### src/rtl/tldmc_pkg.sv
package tldmc_pkg;

   localparam int unsigned ADDR_W = 32;
   localparam int unsigned CNT_W  = 32;

   typedef logic [CNT_W-1:0] cnt_type;

   typedef enum logic [1:0] {
      OUTCOME_L1_HIT = 2'd0,
      OUTCOME_L2_HIT = 2'd1,
      OUTCOME_MISS   = 2'd2
   } outcome_type;

   localparam cnt_type COUNT_STEP  = 32'd1;
   localparam cnt_type HIT1_NS     = 32'd1;
   localparam cnt_type HIT2_NS     = 32'd5;
   localparam cnt_type MISS_TENTHS = 32'd104;

   // Counters stick at all ones instead of wrapping.
   function automatic cnt_type sat_add(cnt_type a, cnt_type b);
      logic [CNT_W:0] sum;
      sum = {1'b0, a} + {1'b0, b};
      return sum[CNT_W] ? '1 : sum[CNT_W-1:0];
   endfunction

endpackage

### src/rtl/tldmc_ifs.sv
interface tldmc_req_if;
   import tldmc_pkg::*;

   logic              valid;
   logic              ready;
   logic [ADDR_W-1:0] address;

   modport source (output valid, output address, input ready);
   modport sink (input valid, input address, output ready);
endinterface


### src/rtl/tldmc_front.sv
module tldmc_front #(
   parameter int unsigned ADDR_BITS   = 32,
   parameter int unsigned OFFSET_BITS = 6,
   parameter int unsigned I1_W        = 8,
   parameter int unsigned T1_W        = 18,
   parameter int unsigned I2_W        = 10,
   parameter int unsigned T2_W        = 16
) (
   input  logic                             clock,
   input  logic                             reset,
   tldmc_req_if.sink                        req_ch,
   input  logic                             clearing,
   output logic                             pop_valid,
   input  logic                             pop_ready,
   output logic [I1_W+T1_W+I2_W+T2_W-1:0]   pop_entry
);
   import tldmc_pkg::*;

   localparam int unsigned E_W         = I1_W + T1_W + I2_W + T2_W;
   localparam int unsigned EXT_W       = ADDR_BITS + I1_W + I2_W + 1;
   localparam int unsigned QUEUE_DEPTH = 2;

   logic [EXT_W-1:0] blk_ext;
   logic [I1_W-1:0]  idx1;
   logic [T1_W-1:0]  tag1;
   logic [I2_W-1:0]  idx2;
   logic [T2_W-1:0]  tag2;
   logic             push;
   logic             pop;

   logic [E_W-1:0] queue_ff [QUEUE_DEPTH];
   logic           wr_ptr_ff, wr_ptr_in;
   logic           rd_ptr_ff, rd_ptr_in;
   logic [1:0]     count_ff, count_in;

   // The block number is widened so that index and tag selects never run off its top;
   // bits beyond the used address read as zero.
   assign blk_ext = EXT_W'(req_ch.address[ADDR_BITS-1:0] >> OFFSET_BITS);
   assign idx1    = blk_ext[I1_W-1:0];
   assign tag1    = T1_W'(blk_ext >> I1_W);
   assign idx2    = blk_ext[I2_W-1:0];
   assign tag2    = T2_W'(blk_ext >> I2_W);

   assign req_ch.ready = !clearing && (count_ff != 2'(QUEUE_DEPTH));
   assign push         = req_ch.valid && req_ch.ready;
   assign pop_valid    = (count_ff != 2'd0);
   assign pop          = pop_valid && pop_ready;
   assign pop_entry    = queue_ff[rd_ptr_ff];

   always_comb begin
      wr_ptr_in = push ? !wr_ptr_ff : wr_ptr_ff;
      rd_ptr_in = pop ? !rd_ptr_ff : rd_ptr_ff;
      count_in  = count_ff + 2'(push) - 2'(pop);
   end

   always_ff @(posedge clock) begin
      if (reset) begin
         wr_ptr_ff <= 1'b0;
         rd_ptr_ff <= 1'b0;
         count_ff  <= 2'd0;
      end else begin
         wr_ptr_ff <= wr_ptr_in;
         rd_ptr_ff <= rd_ptr_in;
         count_ff  <= count_in;
      end
      if (push) begin
         queue_ff[wr_ptr_ff] <= {idx1, tag1, idx2, tag2};
      end
   end

endmodule

### src/flat_wrapper.sv
// flat-port wrapper written by rule: the top's interface ports become plain ports
module tldmc_front_flat import tldmc_pkg::*;
#(
   parameter int unsigned ADDR_BITS   = 32,
   parameter int unsigned OFFSET_BITS = 6,
   parameter int unsigned I1_W        = 8,
   parameter int unsigned T1_W        = 18,
   parameter int unsigned I2_W        = 10,
   parameter int unsigned T2_W        = 16
)
  (clock, reset, clearing, pop_valid, pop_ready, pop_entry, req_ch_valid, req_ch_address, req_ch_ready);
  tldmc_req_if req_ch_i ();
  input  logic clock;
  input  logic reset;
  input  logic clearing;
  output logic pop_valid;
  input  logic pop_ready;
  output logic [I1_W+T1_W+I2_W+T2_W-1:0] pop_entry;
  input wire logic [$bits(req_ch_i.valid)-1:0] req_ch_valid;
  input wire logic [$bits(req_ch_i.address)-1:0] req_ch_address;
  output wire logic [$bits(req_ch_i.ready)-1:0] req_ch_ready;
  assign req_ch_i.valid = req_ch_valid;
  assign req_ch_i.address = req_ch_address;
  assign req_ch_ready = req_ch_i.ready;
  tldmc_front #(.ADDR_BITS(ADDR_BITS), .OFFSET_BITS(OFFSET_BITS), .I1_W(I1_W), .T1_W(T1_W), .I2_W(I2_W), .T2_W(T2_W)) u_core (.clock(clock), .reset(reset), .req_ch(req_ch_i), .clearing(clearing), .pop_valid(pop_valid), .pop_ready(pop_ready), .pop_entry(pop_entry));
endmodule
### config.mk
export PLATFORM = sky130hd
export DESIGN_NAME = tldmc_front_flat
export DESIGN_NICKNAME = d
export VERILOG_FILES = /design/src/rtl/tldmc_pkg.sv /design/src/rtl/tldmc_ifs.sv /design/src/rtl/tldmc_front.sv /design/src/flat_wrapper.sv
export SDC_FILE = /design/constraint.sdc
export NUM_CORES = 1
export LEC_CHECK = 0
export BUFFER_PORTS_ARGS = -buffer_cell sky130_fd_sc_hd__buf_2
export CORE_MARGIN = 2
export CORE_UTILIZATION = 45
export CTS_BUF_LIST = sky130_fd_sc_hd__clkbuf_8
export CTS_CLUSTER_DIAMETER = 50
export CTS_CLUSTER_SIZE = 16
export DETAILED_ROUTE_END_ITERATION = 12
export GPL_ROUTABILITY_DRIVEN = 1
export PLACE_DENSITY_LB_ADDON = 0.05
export SYNTH_ARGS = -nofsm -noshare
export SYNTH_HDL_FRONTEND = slang
export SYNTH_SLANG_ARGS = --single-unit
### constraint.sdc
create_clock -name clock -period 1.8 [get_ports clock]
set_input_delay 0.27 -clock clock [delete_from_list [all_inputs] [get_ports clock]]
set_output_delay 0.27 -clock clock [all_outputs]
set_load 0.03 [all_outputs]
==> flow_summary_export.csv <==
group,metric,value,unit
status,outcome,"finished, final reports clean",
power,ir_worst_vdd,770,uV
drt,ant_nets,0,
place,gp_congestion,0.647,
global_route,grt_pass1_wl,5.16,mm
sta,setup-violations-final,0,
drt,post_drt_via_cell_ratio,4.53,
worst_setup_path,start_kind,"register",
global_route,grt_usage,0.131,
place,port_buffers,84,
worst_setup_path,critical_path.max_stage_delay,370,ps
cells_and_area,final_nets,243,
global_route,grt_max_degree,17,
cells_and_area,fill_cells,423,
global_route,grt_pass1_vias,1198,
drt,route.detailed.drc,0,
drt,drtPass1Iterations,4,
cells_and_area,drive_gt1_frac,0.603,
worst_setup_path,critical_path.max_fanout,16,
synth,synth_cells,133,
floorplan,start_util,0.460,
synth,yosysWarnings,0,
clock_network,clockBufferDepth,2,
synth,yosysSeqAreaShare,0.717,
floorplan,die_h,75.8,um
sta,finalCritPeriodShare,0.935,
worst_setup_path,cp-end-kind,"output port",
worst_setup_path,path_delay_family,"buffers and inverters",
cells_and_area,fin_util,0.563,
clock_network,clock-root-buffer,"clkbuf_8",
synth,syn-cell-area,2320,um2
place,place_hpwl,2.47,mm
clock_network,clk_latency,320,ps
cells_and_area,syn_to_final_growth,22.5,%
synth,synth_edf_count,52,
flow_run,drv_cap,0,
sta,drv_slew,0,
sta,hold_viol,0,
synth,yosysMostFrequentCell,"edfxtp_1",
drt,drt-total-wl,3.63,mm
worst_setup_path,path_buf_inv,2,
drt,drt_iter0_markers,45,
drt,vias,1265,
floorplan,pin_count,91,
sta,worstMarginPinSlew,300,ps
sta,maxSlewHeadroom,0.800,
sta,period_needed,1680,ps
power,power_density,1490,nW/um2
global_route,grt.overflow.total,0,
synth,synthTopCellsByArea,"edfxtp_1 67%, mux2_2 10%, buf_4 8.4%, dfxtp_1 4.3%, mux2_1 2.4%",
synth,synthTopCellsByCount,"52 x edfxtp_1, 26 x buf_4, 21 x mux2_2, 5 x dfxtp_1, 5 x mux2_1",
worst_setup_path,path_class,"reg -> out",
synth,synthArstFlopShare,0,
synth,ys_types,22,
drt,wl_per_cell,13.0,um
sta,rsz0062_at_grt,"false",
synth,synth_area_leader_cell,"edfxtp_1",
synth,synth-seq-cells,57,
floorplan,core_area,5040,um2
floorplan,die_w,75.8,um
hold_path,hold_path.class,"in -> reg",
power,leakagePower,1.16,nW
floorplan,dieArea,5740,um2
sta,fmax,594,MHz
clock_network,cts_buffers,9,
clock_network,htree_levels,3,
clock_network,cts_tree,"yes",
synth,avgSynthCellArea,17.4,um2
worst_setup_path,crit_required,1530,ps
sta,totalNegativeSetupSlack,0,ps
worst_setup_path,cp_data_arrival_time,1410,ps
synth,syn_nets,172,
synth,synth.top_cell.area_share,0.674,
worst_setup_path,crit_chain,"buf_6 -> mux2_2 -> buf_2",
sta,skew,5.50,ps
global_route,grt_antenna_before_repair,0,
cells_and_area,antenna_cells,0,
sta,hold-worst-slack,132,ps
worst_setup_path,cp_slowest_cell,"mux2_2",
synth,ys.flop_type,"edfxtp_1",
clock_network,clock_sinks,57,
floorplan,fp-row-count,26,
clock_network,clkTransAtPathRegs,60,ps
## where the power goes
part           switching (mW)  leakage [nW]  internal (mW)
registers              0.0510         0.518           1.58
logic                    1.01         0.536          0.515
clock network           0.461         0.104          0.614
## worst reg2reg max path, cell delays in order (launching register included)
cell	delay (ps)
dfxtp_1	420
nor2b_4	70
nor2_2	120
nand2_1	70
ha_1	260
inv_1	40
ha_1	170
xor2_1	160
xnor2_1	140
nor2_1	50
## worst paths after layout
kind,from,end,slack (ps),cells after the start
max reg2reg,u_core.count_ff[0],u_core.count_ff[1],190,9
max,register,pop_entry[7],120,3
min reg2reg,u_core.wr_ptr_ff,u_core.wr_ptr_ff,490,2
min,req_ch_address[27],u_core.queue_ff[1][39],130,1
## sequential cells by signal, summed over array words and instances, names as in the netlist, named ones only
name / count
u_core.count_ff: 2
u_core.rd_ptr_ff: 1
u_core.queue_ff: 52
u_core.wr_ptr_ff: 1
## timing repair
item                       4_1_cts  5_1_grt
gates resized for setup          0        1
hold buffers                     0        0
buffers inserted                 0        0
setup endpoints to repair        0        7
## per-layer routing
layer | vias up | track usage | part of all wire | wire, um
met5 | - | 0 | 0 | 0
met4 | 0 | 0.0702 | 0.012 | 44
met3 | 6 | 0.0661 | 0.069 | 252
met2 | 49 | 0.231 | 0.53 | 1930
met1 | 608 | 0.123 | 0.39 | 1400
li1 | 602 | - | - | -
## cell type report
cell class | count | area, um2 | share of cell area
Multi-Input combinational cell | 45 | 429 | 0.151
Tap cell | 70 | 87.6 | 0.0309
Clock inverter | 7 | 55.1 | 0.0194
Sequential cell | 57 | 1660 | 0.585
Clock buffer | 9 | 124 | 0.0436
Inverter | 2 | 7.51 | 0.00264
Timing Repair Buffer | 89 | 474 | 0.167
## cells by family (layout without fill, tap and decap cells)
kind of cell             after synthesis  in the layout  synth area share
flip-flops                            57             57             0.717
adder cells (fa/ha/maj)                2              2            0.0108
buffers and inverters                 31            107            0.0994
XOR/XNOR                               3              3            0.0113
AND/OR/NAND/NOR                       11             11            0.0275
multiplexers                          26             26             0.126
AO/OA/AOI/OAI                          3              3           0.00756
## placed cells by master (no fill, tap or decap), types with 3 or more instances in the layout
cell type / instances
mux2_2: 21
buf_4: 3
buf_2: 84
mux2_1: 5
clkbuf_8: 9
edfxtp_1: 52
dfxtp_1: 5
nor2_1: 3
inv_1: 5
## stage by stage
step                      worst slack, ps  instances  power, mW  area (um2)
after global routing                 13.9        279       4.45        2840
after CTS                            38.4        279       4.29        2840
after global placement                264        263       3.18        2660
after detailed placement              205        263       3.19        2660
after floorplan                      47.1        133       2.99        2320
final                                 117        279       4.23        2840
No activity file was read; power rests on OpenSTA's default activity.
